--- src/rtl/pas_pkg.sv ---
package pas_pkg;

  localparam int COORD_W      = 16;
  localparam int PROD_W       = 2 * COORD_W;
  localparam int TERM_W       = PROD_W + 1;
  localparam int CROSS_W      = 48;
  localparam int AREA_W       = 47;
  localparam int VCNT_W       = 11;
  localparam int SUM_W        = 64;
  localparam int CNT_W        = 32;
  localparam int DATA_W       = 32;
  localparam int ADDR_W       = 3;
  localparam int MAX_VERTICES = 1024;

  localparam logic [VCNT_W-1:0] VCNT_MAX    = VCNT_W'(MAX_VERTICES);
  localparam logic [VCNT_W-1:0] TARGET_RST  = VCNT_W'(3);

  typedef enum logic [1:0] {
    FILTER_ALL   = 2'd0,
    FILTER_EVEN  = 2'd1,
    FILTER_ODD   = 2'd2,
    FILTER_EXACT = 2'd3
  } filter_e;

  typedef enum logic {
    REG_FILTER = 1'b0,
    REG_TARGET = 1'b1
  } reg_e;

  typedef struct packed {
    filter_e             mode;
    logic [VCNT_W-1:0]   target;
  } cfg_t;

  // per vertex cross terms
  typedef struct packed {
    logic signed [TERM_W-1:0] edge_term;
    logic signed [TERM_W-1:0] close_term;
    logic                     closing;
    logic                     clr;
    logic [VCNT_W-1:0]        n;
  } term_t;

  // one closed polygon
  typedef struct packed {
    logic [AREA_W-1:0] mag;
    logic [VCNT_W-1:0] n;
    logic              match;
    logic              clr;
  } poly_t;

endpackage

--- src/rtl/pas_cfg.sv ---
module pas_cfg (
  input  logic                        clk_i,
  input  logic                        rst_ni,
  input  logic                        psel,
  input  logic                        penable,
  input  logic                        pwrite,
  input  logic [pas_pkg::ADDR_W-1:0]  paddr,
  input  logic [pas_pkg::DATA_W-1:0]  pwdata,
  output logic [pas_pkg::DATA_W-1:0]  prdata,
  output logic                        pready,
  output pas_pkg::cfg_t               cfg_o
);

  pas_pkg::cfg_t cfg_q, cfg_d;
  pas_pkg::reg_e sel;
  logic          wr;

  assign sel    = pas_pkg::reg_e'(paddr[2]);
  assign wr     = psel & penable & pwrite;
  assign pready = 1'b1;

  always_comb begin
    cfg_d = cfg_q;
    if (wr) begin
      case (sel)
        pas_pkg::REG_FILTER: cfg_d.mode   = pas_pkg::filter_e'(pwdata[1:0]);
        pas_pkg::REG_TARGET: cfg_d.target = pwdata[pas_pkg::VCNT_W-1:0];
        default: cfg_d = cfg_q;
      endcase
    end
  end

  always_comb begin
    case (sel)
      pas_pkg::REG_FILTER: prdata = pas_pkg::DATA_W'(cfg_q.mode);
      pas_pkg::REG_TARGET: prdata = pas_pkg::DATA_W'(cfg_q.target);
      default: prdata = '0;
    endcase
  end

  always_ff @(posedge clk_i or negedge rst_ni) begin
    if (!rst_ni) begin
      cfg_q.mode   <= pas_pkg::FILTER_ALL;
      cfg_q.target <= pas_pkg::TARGET_RST;
    end else begin
      cfg_q <= cfg_d;
    end
  end

  assign cfg_o = cfg_q;

endmodule

--- config.mk ---
export PLATFORM = sky130hd
export DESIGN_NAME = pas_cfg
export DESIGN_NICKNAME = d
export VERILOG_FILES = /design/src/rtl/pas_pkg.sv /design/src/rtl/pas_cfg.sv
export SDC_FILE = /design/constraint.sdc
export NUM_CORES = 1
export LEC_CHECK = 0
export BUFFER_PORTS_ARGS = -buffer_cell sky130_fd_sc_hd__buf_2
export CAP_MARGIN = 40
export CORE_MARGIN = 1.5
export CORE_UTILIZATION = 36
export DETAILED_ROUTE_END_ITERATION = 12
export GPL_TIMING_DRIVEN = 0
export PLACE_DENSITY = 0.82
export SLEW_MARGIN = 0
export SYNTH_ARGS = -nofsm -noshare
export SYNTH_HDL_FRONTEND = slang
export SYNTH_SLANG_ARGS = --single-unit
--- constraint.sdc ---
create_clock -name clk_i -period 2 [get_ports clk_i]
set_input_delay 0.4 -clock clk_i [delete_from_list [all_inputs] [get_ports clk_i]]
set_output_delay 0.4 -clock clk_i [all_outputs]
set_load 0.01 [all_outputs]
==> impl_metrics.csv <==
group,metric,value,unit
run,max-cap-violations,0,
final_layout,regArea,328,um^2
sta,post-route-period-util,86.5,%
worst_hold_path,min_path_type,"in2reg",
logic_synthesis,synth.area.top_cells,"dfrtp_1, buf_4, mux2_4",
drt,vias_per_cell,3.83,
cts,clockBufferDepth,2,
logic_synthesis,yosysMostFrequentCell,"buf_4",
logic_synthesis,synth.distinct_cells,11,
cts,cts_tree,"built",
cts,clk_pin_slew,0.07,ns
logic_synthesis,ys_seq_elements,13,
placement,place_hpwl,1260,um
pwr,power_density,751,mW/mm^2
logic_synthesis,synth_ff_type,"dfrtp_1",
logic_synthesis,synth_commonest_cells,"buf_4, dfrtp_1, mux2_4",
sta,worst_clock_skew,0,ns
drt,drt_iter0_markers,3,
die,rows,16,
global_route,grt_pass1_wl,2400,um
final_layout,syn2layout_area_growth,43.2,%
pwr,p_leak,0.686,nW
sta,fin_tns_setup,0,ns
drt,ant_nets,0,
pwr,vdd_drop_max,0.000401,V
placement,gp_congestion,0.627,
cts,cts-root-buf,"clkbuf_4",
drt,vias,601,
critical_path,crit_arrival,1.33,ns
final_layout,multi_input_area,367,um^2
final_layout,fin_util,56.6,%
sta,rsz0062_at_grt,"false",
global_route,gr-usage-all-layers,12.7,%
die,fp.dieH,50.1,um
die,dieArea,0.00251,mm^2
critical_path,required,1.60,ns
cts,cts_max_level,1,
global_route,grt_max_degree,14,
drt,totalWireLength,1560,um
sta,setup_violations,0,
logic_synthesis,synth-edff-count,0,
final_layout,diodes,0,
global_route,grt_pass1_vias,531,
cts,cts_setup_buffers,0,
pwr,power,860,uW
sta,slew_viol_final,0,
sta,fin_crit,1.73,ns
drt,drc,0,
status,status,"complete, no violations",
cts,clock_sinks,13,
global_route,antenna_found_initial,0,
final_layout,fill_cells,186,
critical_path,critPathMaxFanout,10,
cts,clk_latency,0.27,ns
drt,wl_per_cell,9.93,um
logic_synthesis,avgSynthCellArea,12.3,um^2
final_layout,fin_nets,171,
critical_path,endpoint_kind,"primary output",
logic_synthesis,yosys_warnings,0,
global_route,grt_overflow,0,
cts,cts_made_buffers,3,
logic_synthesis,yosysSeqAreaShare,41.0,%
final_layout,final_layout_size_suffix_gt1_share,64.6,%
drt,first_pass_iters,3,
logic_synthesis,synth_area,800,um^2
critical_path,startpoint_type,"input pin",
critical_path,path_class,"in2out",
final_layout,stdcell_count,157,
sta,hold_viol,0,
die,ios,86,
placement,place_inst,152,
logic_synthesis,synth_top_area_share,34.4,%
die,start_util,39.5,%
logic_synthesis,syn_inst,65,
final_layout,largest_reg_flops,13,
die,design.core.area,0.00202,mm^2
cts,cts_resized,0,
logic_synthesis,synthArstFlopShare,100,%
die,die_x,50.1,um
logic_synthesis,yosysTopAreaCell,"dfrtp_1",
placement,port_buffers,40,
sta,fmax,0.578,GHz
## cells by family after synthesis
family,after synthesis,share of synthesized area [%]
other,2,0.939
buffers and inverters,24,22.5
multiplexers,15,25.8
flip-flops,13,41.0
AND/OR/NAND/NOR,11,9.70
## worst max-delay path, cell delays in order
cell,delay [ns]
buf_2,0.12
clkbuf_1,0.30
mux2_2,0.37
buf_2,0.14
## what timing repair did
action,CTS,global route
setup endpoints to repair,0,0
hold buffers,1,0
hold endpoints to repair,2,0
## final timing paths
kind | cells after the start | end | slack (ns) | start
setup / recovery | 4 | prdata[1] | 0.27 | paddr[2]
hold / removal | 2 | cfg_o[9] | 0.36 | pwdata[9]
setup reg to reg | 1 | cfg_o[12] | 1.22 | cfg_o[12]
hold reg to reg | 1 | cfg_o[4] | 0.53 | cfg_o[4]
max in group asynchronous | 2 | cfg_o[1] | 1.17 | rst_ni
min in group asynchronous | 2 | cfg_o[10] | 0.55 | rst_ni
## cells in the final DEF (no fill, tap or decap)
cell type | netlist | layout
dfrtp_1 | 11 | 11
dfstp_2 | 2 | 2
buf_2 | 0 | 40
buf_4 | 22 | 22
mux2_4 | 10 | 10
clkbuf_4 | 0 | 3
mux2_2 | 5 | 5
nand4_2 | 1 | 1
and2_1 | 9 | 9
nand4b_1 | 1 | 1
conb_1 | 2 | 22
buf_6 | 1 | 1
dlygate4sd3_1 | 0 | 1
clkbuf_1 | 1 | 2
## power by group
| part | internal, mW | total (mW) | switching [mW] |
|---|---|---|---|
| Combinational | 0.191 | 0.334 | 0.144 |
| Clock | 0.0771 | 0.158 | 0.0807 |
| Sequential | 0.328 | 0.368 | 0.0405 |
## layout make-up
cell class / count / area share, %
buffer: 24 / 15.7
timing repair buffer: 41 / 18.4
multi-input combinational: 48 / 32.0
clock buffer: 4 / 2.30
sequential: 13 / 28.6
tap: 27 / 2.95
## through the flow
| stage | setup WS (ns) | hold slack [ns] | instance area, um^2 |
|---|---|---|---|
| after CTS | 0.235 | 0.351 | 1140 |
| after detailed placement | 0.238 | 0.305 | 1110 |
| after floorplan | 0.635 | 0.104 | 875 |
| final | 0.271 | 0.360 | 1140 |
| after global placement | 0.250 | 0.299 | 1110 |
| after global routing | 0.181 | 0.348 | 1140 |
## metal layers
metal	part of all wire (%)	wire, um	global-route usage, %
met1	40	616	14.6
met2	50	785	22.1
met3	10	157	2.73
met4	0	0	5.56
met5	0	0	0
No activity file was read; power rests on OpenSTA's default activity.
