## src/rtl/pas_pkg.sv

```systemverilog
package pas_pkg;

  localparam int COORD_W      = 16;
  localparam int PROD_W       = 2 * COORD_W;
  localparam int TERM_W       = PROD_W + 1;
  localparam int CROSS_W      = 48;
  localparam int AREA_W       = 47;
  localparam int VCNT_W       = 11;
  localparam int SUM_W        = 64;
  localparam int CNT_W        = 32;
  localparam int DATA_W       = 32;
  localparam int ADDR_W       = 3;
  localparam int MAX_VERTICES = 1024;

  localparam logic [VCNT_W-1:0] VCNT_MAX    = VCNT_W'(MAX_VERTICES);
  localparam logic [VCNT_W-1:0] TARGET_RST  = VCNT_W'(3);

  typedef enum logic [1:0] {
    FILTER_ALL   = 2'd0,
    FILTER_EVEN  = 2'd1,
    FILTER_ODD   = 2'd2,
    FILTER_EXACT = 2'd3
  } filter_e;

  typedef enum logic {
    REG_FILTER = 1'b0,
    REG_TARGET = 1'b1
  } reg_e;

  typedef struct packed {
    filter_e             mode;
    logic [VCNT_W-1:0]   target;
  } cfg_t;

  // per vertex cross terms
  typedef struct packed {
    logic signed [TERM_W-1:0] edge_term;
    logic signed [TERM_W-1:0] close_term;
    logic                     closing;
    logic                     clr;
    logic [VCNT_W-1:0]        n;
  } term_t;

  // one closed polygon
  typedef struct packed {
    logic [AREA_W-1:0] mag;
    logic [VCNT_W-1:0] n;
    logic              match;
    logic              clr;
  } poly_t;

endpackage

```

## src/rtl/pas_accum.sv

```systemverilog
module pas_accum (
  input  logic           clk_i,
  input  logic           rst_ni,
  input  pas_pkg::cfg_t  cfg_i,
  input  logic           term_valid_i,
  input  pas_pkg::term_t term_i,
  output logic           term_ready_o,
  output logic           poly_valid_o,
  output pas_pkg::poly_t poly_o,
  input  logic           poly_ready_i
);

  logic [pas_pkg::CROSS_W-1:0] cross_q, cross_d, acc, total, neg, mag_raw;
  logic                        v_q, v_d, take, match;
  pas_pkg::poly_t              poly_q, poly_d;

  assign term_ready_o = !v_q || poly_ready_i;
  assign take         = term_valid_i && term_ready_o;

  always_comb begin
    acc   = cross_q + pas_pkg::CROSS_W'(term_i.edge_term);
    total = acc + pas_pkg::CROSS_W'(term_i.close_term);
    neg   = '0 - total;
    mag_raw = total[pas_pkg::CROSS_W-1] ? neg : total;

    case (cfg_i.mode)
      pas_pkg::FILTER_ALL:   match = 1'b1;
      pas_pkg::FILTER_EVEN:  match = !term_i.n[0];
      pas_pkg::FILTER_ODD:   match = term_i.n[0];
      pas_pkg::FILTER_EXACT: match = (term_i.n == cfg_i.target);
      default:               match = 1'b0;
    endcase

    // magnitude of 2^47 saturates
    poly_d.mag   = mag_raw[pas_pkg::CROSS_W-1] ? '1 : mag_raw[pas_pkg::AREA_W-1:0];
    poly_d.n     = term_i.n;
    poly_d.match = match;
    poly_d.clr   = term_i.clr;

    cross_d = take ? (term_i.closing ? '0 : acc) : cross_q;
    v_d     = take ? term_i.closing : (poly_ready_i ? 1'b0 : v_q);
  end

  always_ff @(posedge clk_i or negedge rst_ni) begin
    if (!rst_ni) begin
      cross_q <= '0;
      v_q     <= 1'b0;
    end else begin
      cross_q <= cross_d;
      v_q     <= v_d;
    end
  end

  always_ff @(posedge clk_i) begin
    if (take && term_i.closing) begin
      poly_q <= poly_d;
    end
  end

  assign poly_valid_o = v_q;
  assign poly_o       = poly_q;

endmodule

```

## config.mk

```make
export PLATFORM = sky130hd
export DESIGN_NAME = pas_accum
export DESIGN_NICKNAME = d
export VERILOG_FILES = /design/src/rtl/pas_pkg.sv /design/src/rtl/pas_accum.sv
export SDC_FILE = /design/constraint.sdc
export NUM_CORES = 1
export LEC_CHECK = 0
export BUFFER_PORTS_ARGS = -buffer_cell sky130_fd_sc_hd__buf_4
export CORE_ASPECT_RATIO = 1.25
export CORE_MARGIN = 2
export CORE_UTILIZATION = 54
export CTS_CLUSTER_SIZE = 12
export DETAILED_ROUTE_END_ITERATION = 6
export GPL_ROUTABILITY_DRIVEN = 0
export PLACE_DENSITY = 0.78
export REMOVE_ABC_BUFFERS = 1
export SLEW_MARGIN = 20
export SYNTH_ARGS = -nofsm -noshare
export SYNTH_HDL_FRONTEND = slang
export SYNTH_SLANG_ARGS = --single-unit
```

## constraint.sdc

```tcl
create_clock -name clk_i -period 6.1 [get_ports clk_i]
set_input_delay 0.61 -clock clk_i [delete_from_list [all_inputs] [get_ports clk_i]]
set_output_delay 0.61 -clock clk_i [all_outputs]
set_load 0.01 [all_outputs]
```

==> results.cfg <==
[place]
post_dp_cell_area_um2 = 15700
dp_cells = 2102
portBuffers = 157
hpwl_um = 29400

[worst_setup_path]
crit_top_cell = buf_4
critPathRequiredTime_ns = 6.27
cp_slowest_stage_delay_ns = 0.43
ff2ff_setup_slack_ns = -0.50
timing.rr.end = poly_o[16]
reg2reg_depth = 28
critPathMaxFanout = 4
slowest_stage = dfrtp_1
regToRegStartpoint = cross_q[0]
crit_arrival_ns = 6.77
cp-start-kind = register
crit_type = reg2reg
cp-end-kind = register

[die]
fp.dieH_um = 169
coreArea_um2 = 21500
pin_count = 158
core.rowCount = 60
initial_core_util = 0.548
die-area_um2 = 23000
die_w_um = 136

[sta]
tightestPinTransition_ns = 0.914
finalCritPeriodShare = 1.08
period_needed_ns = 6.60
fmax_mhz = 152
finalClockSkew_ns = 0.0248
fin_ws_ns = -0.498
hold_slack_ns = 0.233
setup_violations = 47
rsz0062_at_grt = true
hold_viol = 0
relSlewSlack = 0.386
drv_slew = 0

[clock_tree]
cts_tree = done
root_buffer = clkbuf_16
clockBufferDepth = 2
clkLatencyLatePin_ns = 0.39
path_clk_slew_ns = 0.10
cts.sinks = 109
htree_levels = 3
cts_inserted_buffers = 9

[final_layout]
final_area_um2 = 17500
antenna_cells = 0
fillCellCount = 1266
area_growth_pct = 49.1
multi_input_area_um2 = 9360
register_area_um2 = 3030
utilization = 0.817
finalNonFillerCells = 2170
drive_above_1_share = 0.394
fin_nets = 2083

[drt]
via_count = 14400
ant_nets = 0
drt_pass1_iterations = 6
via_per_inst = 6.62
drtIter0Drc = 1512
drt_wl_total_um = 45700
drcViolationCount = 0
wl_per_cell_um = 21.1

[synthesis]
synth.distinct_cells = 93
netlist_area_um2 = 11800
synth_area_per_cell_um2 = 8.45
ys_ff_latch = 109
synth_async_sr_flop_share = 0.450
ys_seq_area_frac = 0.257
ys_warn_count = 0
ys.flop_type = edfxtp_1
postSynthCellCount = 1392
synth_edf_count = 60

[global_route]
grt_max_degree = 61
grtUsageMet1 = 0.416
gr-total-overflow = 0
grt_pass1_wl_um = 61700
grt_pass1_vias = 12900
grt.busiest_layer = met2
met2_usage = 0.558
met3_usage = 0.0350
grt_usage = 0.330
antenna_found_initial = 0

[worst_hold_path]
hp-class = in2async

[flow_run]
cap_violations = 0

[run_status]
violations = negative setup slack
status = finished, violations left
[placed cells by master (no fill, tap or decap), types with 17 or more instances in the layout]
cell type / instances
xnor2_1: 42
xor2_1: 31
o21ai_0: 64
a22o_1: 41
nand4_1: 29
or4_1: 17
ha_1: 93
a21o_1: 52
dfrtp_1: 49
nor2_1: 102
and3_1: 36
nand2b_1: 19
a21oi_1: 75
nand2_1: 92
inv_1: 26
nor3_1: 37
and2_1: 24
a211oi_2: 28
nand3_1: 35
buf_4: 526
edfxtp_1: 60
[what timing repair did]
action                     CTS  global route
gates resized for setup     45           149
gates cloned                 3             3
hold buffers                 0             0
hold endpoints to repair     0             0
setup endpoints to repair   47            47
pin swaps                   33            85
setup buffers               15            34
[per-stage QoR]
step                      setup WS [ns]  setup TNS [ns]
after detailed placement         -0.813          -31.01
after floorplan                   -1.48          -61.19
after CTS                       0.00650               0
after global placement           -0.643          -24.05
after global routing             -0.759          -21.14
final                            -0.498           -9.76
[synthesized netlist by cell type (13+ instances only)]
cell      number  area, um^2
a211o_1       13         114
a211oi_1      33         248
a211oi_2      19         238
a21o_1        52         390
a21oi_1       89         445
a22o_1        41         359
a31oi_1       20         125
and2_1        24         150
and3_1        37         231
clkbuf_1      56         210
dfrtp_1       49        1230
edfxtp_1      60        1800
ha_1          99        1240
inv_1         27         101
nand2_1       97         364
nand2b_1      19         119
nand3_1       40         200
nand4_1       29         181
nor2_1       106         398
nor3_1        48         240
o211ai_1      14         105
o21a_1        16         120
o21ai_0       79         395
o21bai_1      17         128
o31ai_1       14         105
or3_1         19         119
or4_1         20         150
xnor2_1       48         420
xor2_1        34         298
[sequential cells by signal, indices dropped and copies added, names as in the netlist]
signal	flops
poly_o	60
poly_valid_o	1
cross_q	48
[critical path, delay by kind of cell, from the launching register on]
| kind | cells | cell delay (ns) |
|---|---|---|
| compound gates | 13 | 2.64 |
| fa+ha+maj | 3 | 0.73 |
| simple gates | 5 | 1.29 |
| xor+xnor | 2 | 0.50 |
| flops | 1 | 0.43 |
| buf+inv | 5 | 0.79 |
[cell type report]
class | count | share of cell area
multi-input combinational | 1187 | 0.534
timing repair buffer | 551 | 0.250
clock inverter | 7 | 0.00464
clock buffer | 9 | 0.0128
inverter | 28 | 0.00613
sequential | 109 | 0.173
tap | 279 | 0.0199
[kinds of logic after synthesis]
group / synth area share
and+or+nand+nor: 0.224
AOI/OAI and AO/OA: 0.309
DFF: 0.257
adders and majority gates: 0.109
buffers and inverters: 0.0326
xor gates and xnor gates: 0.0611
muxes: 0.00702
[layer usage]
layer  wire length [um]  part of all wire  vias up
li1                   -                 -     6401
met1              17000              0.37     6732
met2              21700              0.48      963
met3               3990             0.087      262
met4               2920             0.064        0
met5                  0                 0        -
[worst max-delay path by stage]
stage	start	endpoint	slack (ns)	cells past startpoint
after detailed placement	term_i[47]	poly_o[16]	-0.81	24
after CTS	cross_q[0]	poly_o[18]	0.006	24
after global routing	cross_q[0]	poly_o[16]	-0.76	28
after global placement	term_i[47]	poly_o[16]	-0.64	24
final	cross_q[0]	poly_o[16]	-0.50	28
after floorplan	term_i[46]	poly_o[23]	-1.48	24
Power is not shown: default switching activity piles up to over one toggle a cycle in this logic, so the estimate is an artifact.
