File: src/rtl/pas_pkg.sv
package pas_pkg;

  localparam int COORD_W      = 16;
  localparam int PROD_W       = 2 * COORD_W;
  localparam int TERM_W       = PROD_W + 1;
  localparam int CROSS_W      = 48;
  localparam int AREA_W       = 47;
  localparam int VCNT_W       = 11;
  localparam int SUM_W        = 64;
  localparam int CNT_W        = 32;
  localparam int DATA_W       = 32;
  localparam int ADDR_W       = 3;
  localparam int MAX_VERTICES = 1024;

  localparam logic [VCNT_W-1:0] VCNT_MAX    = VCNT_W'(MAX_VERTICES);
  localparam logic [VCNT_W-1:0] TARGET_RST  = VCNT_W'(3);

  typedef enum logic [1:0] {
    FILTER_ALL   = 2'd0,
    FILTER_EVEN  = 2'd1,
    FILTER_ODD   = 2'd2,
    FILTER_EXACT = 2'd3
  } filter_e;

  typedef enum logic {
    REG_FILTER = 1'b0,
    REG_TARGET = 1'b1
  } reg_e;

  typedef struct packed {
    filter_e             mode;
    logic [VCNT_W-1:0]   target;
  } cfg_t;

  // per vertex cross terms
  typedef struct packed {
    logic signed [TERM_W-1:0] edge_term;
    logic signed [TERM_W-1:0] close_term;
    logic                     closing;
    logic                     clr;
    logic [VCNT_W-1:0]        n;
  } term_t;

  // one closed polygon
  typedef struct packed {
    logic [AREA_W-1:0] mag;
    logic [VCNT_W-1:0] n;
    logic              match;
    logic              clr;
  } poly_t;

endpackage

File: src/rtl/pas_stats.sv
module pas_stats (
  input  logic                        clk_i,
  input  logic                        rst_ni,
  input  logic                        poly_valid_i,
  input  pas_pkg::poly_t              poly_i,
  output logic                        poly_ready_o,
  output logic                        out_valid_o,
  input  logic                        out_stall_i,
  output logic [pas_pkg::AREA_W-1:0]  twice_area_o,
  output logic [pas_pkg::VCNT_W-1:0]  vertex_total_o,
  output logic                        matched_o,
  output logic [pas_pkg::SUM_W-1:0]   sum_twice_area_o,
  output logic [pas_pkg::CNT_W-1:0]   match_count_o,
  output logic [pas_pkg::CNT_W-1:0]   polygon_count_o,
  output logic [pas_pkg::AREA_W-1:0]  max_twice_area_o,
  output logic [pas_pkg::AREA_W-1:0]  min_twice_area_o,
  output logic [pas_pkg::VCNT_W-1:0]  max_vertex_total_o,
  output logic [pas_pkg::VCNT_W-1:0]  min_vertex_total_o
);

  logic                       ov_q, ov_d, load;
  logic [pas_pkg::AREA_W-1:0] area_q, area_d;
  logic [pas_pkg::VCNT_W-1:0] n_q, n_d;
  logic                       match_q, match_d;
  logic [pas_pkg::SUM_W-1:0]  sum_q, sum_d, sum_b;
  logic [pas_pkg::SUM_W:0]    sum_add;
  logic [pas_pkg::CNT_W-1:0]  mcnt_q, mcnt_d, mcnt_b, pcnt_q, pcnt_d, pcnt_b;
  logic [pas_pkg::AREA_W-1:0] amax_q, amax_d, amax_b, amin_q, amin_d, amin_b;
  logic [pas_pkg::VCNT_W-1:0] vmax_q, vmax_d, vmax_b, vmin_q, vmin_d, vmin_b;

  assign poly_ready_o = !ov_q || !out_stall_i;
  assign load         = poly_valid_i && poly_ready_o;

  always_comb begin
    // new set starts from cleared totals
    sum_b  = poly_i.clr ? '0 : sum_q;
    mcnt_b = poly_i.clr ? '0 : mcnt_q;
    pcnt_b = poly_i.clr ? '0 : pcnt_q;
    amax_b = poly_i.clr ? '0 : amax_q;
    amin_b = poly_i.clr ? '1 : amin_q;
    vmax_b = poly_i.clr ? '0 : vmax_q;
    vmin_b = poly_i.clr ? '1 : vmin_q;

    sum_add = {1'b0, sum_b} + (pas_pkg::SUM_W + 1)'(poly_i.mag);

    area_d  = area_q;
    n_d     = n_q;
    match_d = match_q;
    sum_d   = sum_q;
    mcnt_d  = mcnt_q;
    pcnt_d  = pcnt_q;
    amax_d  = amax_q;
    amin_d  = amin_q;
    vmax_d  = vmax_q;
    vmin_d  = vmin_q;
    if (load) begin
      area_d  = poly_i.mag;
      n_d     = poly_i.n;
      match_d = poly_i.match;
      sum_d   = !poly_i.match ? sum_b :
                (sum_add[pas_pkg::SUM_W] ? '1 : sum_add[pas_pkg::SUM_W-1:0]);
      mcnt_d  = (poly_i.match && (mcnt_b != '1)) ? mcnt_b + pas_pkg::CNT_W'(1) : mcnt_b;
      pcnt_d  = (pcnt_b != '1) ? pcnt_b + pas_pkg::CNT_W'(1) : pcnt_b;
      amax_d  = (poly_i.mag > amax_b) ? poly_i.mag : amax_b;
      amin_d  = (poly_i.mag < amin_b) ? poly_i.mag : amin_b;
      vmax_d  = (poly_i.n > vmax_b) ? poly_i.n : vmax_b;
      vmin_d  = (poly_i.n < vmin_b) ? poly_i.n : vmin_b;
    end

    ov_d = load ? 1'b1 : (out_stall_i ? ov_q : 1'b0);
  end

  always_ff @(posedge clk_i or negedge rst_ni) begin
    if (!rst_ni) begin
      ov_q    <= 1'b0;
      area_q  <= '0;
      n_q     <= '0;
      match_q <= 1'b0;
      sum_q   <= '0;
      mcnt_q  <= '0;
      pcnt_q  <= '0;
      amax_q  <= '0;
      amin_q  <= '1;
      vmax_q  <= '0;
      vmin_q  <= '1;
    end else begin
      ov_q    <= ov_d;
      area_q  <= area_d;
      n_q     <= n_d;
      match_q <= match_d;
      sum_q   <= sum_d;
      mcnt_q  <= mcnt_d;
      pcnt_q  <= pcnt_d;
      amax_q  <= amax_d;
      amin_q  <= amin_d;
      vmax_q  <= vmax_d;
      vmin_q  <= vmin_d;
    end
  end

  assign out_valid_o        = ov_q;
  assign twice_area_o       = area_q;
  assign vertex_total_o     = n_q;
  assign matched_o          = match_q;
  assign sum_twice_area_o   = sum_q;
  assign match_count_o      = mcnt_q;
  assign polygon_count_o    = pcnt_q;
  assign max_twice_area_o   = amax_q;
  assign min_twice_area_o   = amin_q;
  assign max_vertex_total_o = vmax_q;
  assign min_vertex_total_o = vmin_q;

  a_vtx_order: assert property (@(posedge clk_i) disable iff (!rst_ni)
    ov_q |-> (vmin_q <= n_q) && (n_q <= vmax_q))
    else $error("vertex total outside set extremes");

  a_area_order: assert property (@(posedge clk_i) disable iff (!rst_ni)
    ov_q |-> (amin_q <= area_q) && (area_q <= amax_q))
    else $error("twice area outside set extremes");

  a_count_order: assert property (@(posedge clk_i) disable iff (!rst_ni)
    ov_q |-> (mcnt_q <= pcnt_q) && (pcnt_q != '0))
    else $error("match count exceeds polygon count");

  a_sum_cover: assert property (@(posedge clk_i) disable iff (!rst_ni)
    ov_q && match_q |-> (sum_q >= pas_pkg::SUM_W'(area_q)) && (mcnt_q != '0))
    else $error("matching polygon missing from area sum");

endmodule

File: config.mk
export PLATFORM = sky130hd
export DESIGN_NAME = pas_stats
export DESIGN_NICKNAME = d
export VERILOG_FILES = /design/src/rtl/pas_pkg.sv /design/src/rtl/pas_stats.sv
export SDC_FILE = /design/constraint.sdc
export NUM_CORES = 1
export LEC_CHECK = 0
export ABC_CLOCK_PERIOD_IN_PS = 5280
export CAP_MARGIN = 30
export CORE_UTILIZATION = 40
export DETAILED_ROUTE_END_ITERATION = 8
export DONT_BUFFER_PORTS = 1
export HOLD_SLACK_MARGIN = 0.15
export SLEW_MARGIN = 25
export SYNTH_ARGS = -nofsm -noshare
export SYNTH_HDL_FRONTEND = slang
export SYNTH_SLANG_ARGS = --single-unit
File: constraint.sdc
create_clock -name clk_i -period 5.28 [get_ports clk_i]
set_clock_uncertainty 0.2 [all_clocks]
set_input_delay 0.264 -clock clk_i [delete_from_list [all_inputs] [get_ports clk_i]]
set_output_delay 0.264 -clock clk_i [all_outputs]
set_load 0.05 [all_outputs]
==> impl_metrics.ini, run 1 <==
[placement]
gp_congestion = 0.9166
numPortBuffers = 0
place_hpwl_um = 42930

[timing]
hold_viol_final = 275
tightestPinTransition_ns = 1.574
finalCritPeriodShare_pct = 88.22
period_needed_ns = 4.658
worst_hold_slack_ns = -0.7967
maxSlewViolCount = 62
max_freq_mhz = 214.7
setup_violations = 0
tns_ns = 0
rsz0062_at_grt = false
relSlewSlack_pct = -4.956

[floorplan]
initial_core_util_pct = 40.96
die_y_um = 224.0
fp.dieW_um = 224.0
core_area_um2 = 48150
dieArea_um2 = 50190
ioPinCount = 369
placementRows = 80

[yosys]
ys_top_cells_by_area = dfrtp_1 31%, ha_1 10%, nand2_1 9.4%
syn_area_um2 = 19720
syn_area_per_cell_um2 = 8.496
syn_inst = 2321
yosysWarnings = 0
yosys.area.top_type = dfrtp_1
async_flop_share_pct = 100.0
syn_nets = 2549
synth-seq-cells = 304
synth_top_cell_area_share_pct = 31.22
synth_ff_type = dfrtp_1
synth_edf_count = 0
ys_seq_area_share_pct = 38.95
ys_types = 80

[critical_path]
cp_cell_sequence = dlygate4sd3_1 -> buf_16 -> nor2b_1 -> ha_1 -> fa_1 -> a211oi_1 -> o21a_1 -> a211oi_1 -> o211ai_1 -> a211oi_1 -> o21ai_0 -> dlygate4sd3_1 -> buf_4 -> nand2_1 -> o31ai_1 -> a2bb2oi_1
end_kind = register
cp_top_family = buffers and inverters
critPathArrivalTime_ns = 4.85
crit_path_max_fanout = 80
cp_num_buf_inv = 4
slowest_delay_ns = 0.66
worst_setup_path_start_kind = input port
cp.required_ns = 5.47
critPathKind = in -> reg
crit_top_cell = a211oi_1
critPathSlowestCell = dlygate4sd3_1

[global_route]
grt_max_degree = 305
track_usage_pct = 25.01
gr-total-overflow = 0
antenna_found_initial = 1
grt_pass1_wl_um = 98840
first_global_vias = 16923

[clock_tree]
cts_root_buffer = clkbuf_16
cts_tree = yes
clk_latency_ns = 0.57
clock_path_buffers = 3
cts_sinks = 304
htree_levels = 2
post_cts_buffers = 0
numCtsBuffers = 38
cts_hold_buffers = 74
path_clk_slew_ns = 0.06
ctsResizeCount = 0

[route]
drtPass1Iterations = 5
post_drt_via_cell_ratio = 5.709
drt_iter0_drc = 1119
ant_nets = 0
wl_um = 63230
drc = 0
detail_route.wl_per_cell_um = 20.97
vias = 17212

[final_layout]
fillers = 4570
num-nets-final = 2557
layout_common_cells = 493 x nand2_1, 246 x dfrtp_1, 189 x nor2_1
layout_commonest_cell = nand2_1
insertedDiodeCount = 0
area_growth_syn_to_layout_pct = 13.39
drive_gt1_share_pct = 7.461

[power_and_ir_drop]
leakagePower_nw = 10.10
irDropWorstVdd_mv = 0.2385
p_total_mw = 9.556
power_density_nw_per_um2 = 427.4

[min_path]
hp-class = in -> async

[run_status]
violations = hold timing, slew limit
status = complete, but fails checks

[run]
cap_violations = 0
## cell families after synthesis
group / count (synthesis) / synth area share (%)
flops: 304 / 38.95
xor+xnor: 101 / 4.486
fa+ha+maj: 164 / 10.44
simple gates: 960 / 21.87
mux: 75 / 3.820
compound gates: 509 / 16.20
buf+inv: 208 / 4.239
## state kept, by name, indices dropped and copies added, names as in the netlist
name,cells
max_twice_area_o,47
polygon_count_o,32
max_vertex_total_o,11
vertex_total_o,11
match_count_o,32
min_vertex_total_o,11
out_valid_o,1
min_twice_area_o,47
sum_twice_area_o,64
matched_o,1
twice_area_o,47
## path summary, 6_finish.rpt
check / end / from / slack [ns] / cells past startpoint
setup / recovery: sum_twice_area_o[61]$_DFFE_PN0P_ / poly_i[0] / 0.62 / 16
hold / removal: twice_area_o[15]$_DFFE_PN0P_ / rst_ni / -0.80 / 0
setup reg to reg: sum_twice_area_o[61]$_DFFE_PN0P_ / sum_twice_area_o[0]$_DFFE_PN0P_ / 0.71 / 14
hold reg to reg: min_twice_area_o[3]$_DFFE_PN1P_ / min_twice_area_o[3]$_DFFE_PN1P_ / 0.46 / 2
max in group asynchronous: sum_twice_area_o[29]$_DFFE_PN0P_ / rst_ni / 4.41 / 0
min in group clk_i: sum_twice_area_o[42]$_DFFE_PN0P_ / poly_i[0] / 0.19 / 5
## layer usage
metal	share of wire [%]	vias up	GRT usage (%)
li1	-	8113	-
met1	44	8415	33.31
met2	45	578	38.90
met3	8.1	106	6.807
met4	3.2	0	8.661
met5	0	-	0
## where the power goes
part	total [mW]	internal [mW]	leakage [nW]	switching (mW)
clock	2.83	1.73	0.674	1.10
sequential	4.78	2.81	3.71	1.97
combinational	1.95	0.827	5.72	1.12
total	9.56	5.37	10.1	4.19
## through the flow
stage | util [%] | cells | setup WS [ns] | area (um^2)
floorplan | - | 2321 | 0.9510 | 19720
global placement | 42.02 | 2871 | 0.9703 | 20230
finish | 46.44 | 3015 | 0.6220 | 22360
detailed placement | 42.02 | 2871 | 0.9117 | 20230
global route | 46.44 | 3015 | 0.3582 | 22360
CTS | 46.44 | 3015 | 0.7527 | 22360
## cell usage after synthesis, types with 4 or more instances
library cell / instances
dfstp_2: 58
a21oi_1: 146
and4_1: 8
nand3_1: 52
nand4_1: 51
a211oi_1: 19
o221ai_1: 7
nor3b_1: 5
o22ai_1: 34
clkbuf_1: 83
xor2_1: 59
inv_1: 84
and2_1: 9
buf_1: 13
nor2b_1: 62
buf_2: 21
o311ai_0: 4
o21ai_0: 135
nand2b_1: 5
a211o_1: 4
xnor2_1: 42
nor4_1: 10
nand2_1: 495
nor2_1: 191
mux2i_1: 73
or3_1: 7
a31oi_1: 14
nor3_1: 28
o21a_1: 13
dfrtp_1: 246
a21o_1: 62
o211ai_1: 15
o31ai_1: 5
ha_1: 163
o21bai_1: 12
and3_1: 13
## layout make-up
cell class	instances	area, um^2	area share (%)
Clock inverter	18	244.0	1.091
Multi-Input combinational cell	1809	11260	50.34
Clock buffer	52	1115	4.986
Sequential cell	304	7680	34.35
Timing Repair Buffer	92	928.4	4.152
Tap cell	656	820.8	3.671
Inverter	84	316.6	1.416
## worst register-to-register path: stages (launching register included)
cell	delay [ns]
dfrtp_1	0.59
nor2b_1	0.24
ha_1	0.24
fa_1	0.43
a211oi_1	0.25
o21a_1	0.27
a211oi_1	0.13
o211ai_1	0.39
a211oi_1	0.18
o21ai_0	0.24
dlygate4sd3_1	0.59
buf_4	0.22
nand2_1	0.08
o31ai_1	0.25
a2bb2oi_1	0.10
Power figures use the tool's default switching activity.
==> inputs of run 2 (changes only) <==
- BUFFER_PORTS_ARGS: not set -> -buffer_cell sky130_fd_sc_hd__buf_4
- DONT_BUFFER_PORTS: 1 -> not set
==> impl_metrics.ini, run 2 (synthesis results as in run 1) <==
[timing]
worst_hold_slack_ns = 0.1808
tightestPinTransition_ns = 0.9529
finalCritPeriodShare_pct = 83.47
relSlewSlack_pct = 36.47
timing.final.ws_setup_ns = 0.8726
setup_violations = 0
maxSlewViolCount = 0
rsz0062_at_grt = false
max_freq_mhz = 226.9
tns_ns = 0
hold_viol_final = 0
period_needed_ns = 4.407

[route]
drt_iter0_drc = 1179
drc = 0
post_drt_via_cell_ratio = 5.443
wl_um = 65180
detail_route.wl_per_cell_um = 19.29
drtPass1Iterations = 7
ant_nets = 0
vias = 18392

[clock_tree]
cts_root_buffer = clkbuf_16
htree_levels = 2
path_clk_slew_ns = 0.06
cts_sinks = 304
post_cts_buffers = 0
clock_path_buffers = 3
clk_latency_ns = 0.57
cts_tree = yes
numCtsBuffers = 38

[final_layout]
layout_common_cells = 493 x nand2_1, 390 x buf_4, 246 x dfrtp_1
drive_gt1_share_pct = 20.05
layout_commonest_cell = nand2_1
num-nets-final = 2922
area_growth_syn_to_layout_pct = 26.70
largest_reg_flops = 64
insertedDiodeCount = 0
post-route-util_pct = 51.89

[critical_path]
crit_top_cell = buf_4
cp_num_cells = 16
cp_top_family = buffers and inverters
critPathKind = in -> reg
critPathSlowestCell = buf_4
critPathArrivalTime_ns = 4.68
slowest_delay_ns = 0.68
crit_path_max_fanout = 47
worst_r2r_path_depth = 12
cp_cell_sequence = dlygate4sd3_1 -> buf_4 -> clkinv_2 -> buf_4 -> buf_4 -> nand2_1 -> ha_1 -> a21o_1 -> a21oi_1 -> nor2b_1 -> o311ai_0 -> a21oi_1 -> o21ai_0 -> a31oi_4 -> buf_4 -> mux2i_1
worst_setup_path_start_kind = input port
end_kind = register
cp_num_buf_inv = 6
cp.required_ns = 5.55

[global_route]
grt_pass1_wl_um = 101900
grt_max_degree = 114
track_usage_pct = 25.60
antenna_found_initial = 1
first_global_vias = 17838
gr-total-overflow = 0

[floorplan]
fp.dieW_um = 224.0
die_y_um = 224.0
ioPinCount = 369
core_area_um2 = 48150
initial_core_util_pct = 40.96
placementRows = 80
dieArea_um2 = 50190

[power_and_ir_drop]
clock_power_share_pct = 26.5
switching_share_pct = 42.89
power_frac_comb_pct = 41.9
sequentialPowerShare_pct = 31.5
netSwitchingPower_mw = 4.362
leakagePower_nw = 11.88
p_int_mw = 5.808
power_density_nw_per_um2 = 407.1
p_total_mw = 10.17
irDropWorstVdd_mv = 0.2607

[placement]
place_hpwl_um = 46890
gp_congestion = 0.9196
post-place-ws_ns = 0.8689
numPortBuffers = 368

[min_path]
worstHoldPathCells = 5
hp-class = in -> reg

[run]
cap_violations = 0

[run_status]
status = complete, no violations
-- run 2: cell types whose count changed in the layout (fill, tap and decap cells not counted) --
cell           change
buf_4            +374
buf_8              +1
clkinv_8           -2
dlygate4sd3_1      -9
buf_16             -1
bufinv_16          -2
clkbuf_1           +3
-- run 2: per-stage QoR --
stage                     area [um^2]  instances
after floorplan                 19720       2321
after global placement          23060       3246
after detailed placement        23080       3247
after CTS                       24980       3379
after global routing            24980       3379
final                           24980       3379
-- run 2: path summary, 6_finish.rpt --
kind / from / endpoint / slack [ns]
worst max-delay path: poly_i[0] / max_twice_area_o[22]$_DFFE_PN0P_ / 0.87
worst min-delay path: out_stall_i / polygon_count_o[0]$_DFFE_PN0P_ / 0.18
worst max register to register: sum_twice_area_o[0]$_DFFE_PN0P_ / sum_twice_area_o[60]$_DFFE_PN0P_ / 1.25
worst min register to register: twice_area_o[42]$_DFFE_PN0P_ / twice_area_o[42]$_DFFE_PN0P_ / 0.28
max in group asynchronous: rst_ni / twice_area_o[43]$_DFFE_PN0P_ / 3.48
min in group asynchronous: rst_ni / max_twice_area_o[14]$_DFFE_PN0P_ / 0.21
-- run 2: area by class of cell --
| type | instances | area (um^2) |
|---|---|---|
| clock buffer | 55 | 1126 |
| clock inverter | 14 | 151.4 |
| fill | 4506 | 23160 |
| inverter | 84 | 316.6 |
| multi-input combinational | 1809 | 11260 |
| sequential | 304 | 7680 |
| tap | 656 | 820.8 |
| timing repair buffer | 457 | 3633 |
-- run 2: worst reg2reg max path, stage by stage, from the launching register on --
cell	delay, ns
dfrtp_1	0.40
nor2b_1	0.14
ha_1	0.25
fa_1	0.44
a211oi_1	0.26
o21a_1	0.27
a211oi_1	0.14
o211ai_1	0.41
a21oi_1	0.24
a31o_2	0.39
a21oi_1	0.37
a21oi_1	0.11
o221a_2	0.29
-- run 2: per-layer routing --
layer	track usage, %	up-vias	wire, um
met1	33.92	8983	28950
met3	6.689	98	4333
met2	40.88	481	30260
li1	-	8828	-
met4	7.512	2	1621
met5	0	-	9
-- run 2: timing repair --
item / CTS / global route
hold buffers: 63 / 0
resized for setup: 0 / 0
hold endpoints to repair: 322 / 0
-- run 2: power by group through the flow --
stage,Combinational (mW),Sequential (mW),Clock (mW)
2_1_floorplan,1.49,4.59,0
3_3_place_gp,4.16,3.23,0
3_5_place_dp,4.22,3.24,0
4_1_cts,4.27,3.21,2.77
5_1_grt,4.56,3.26,2.86
6_report,4.26,3.21,2.70
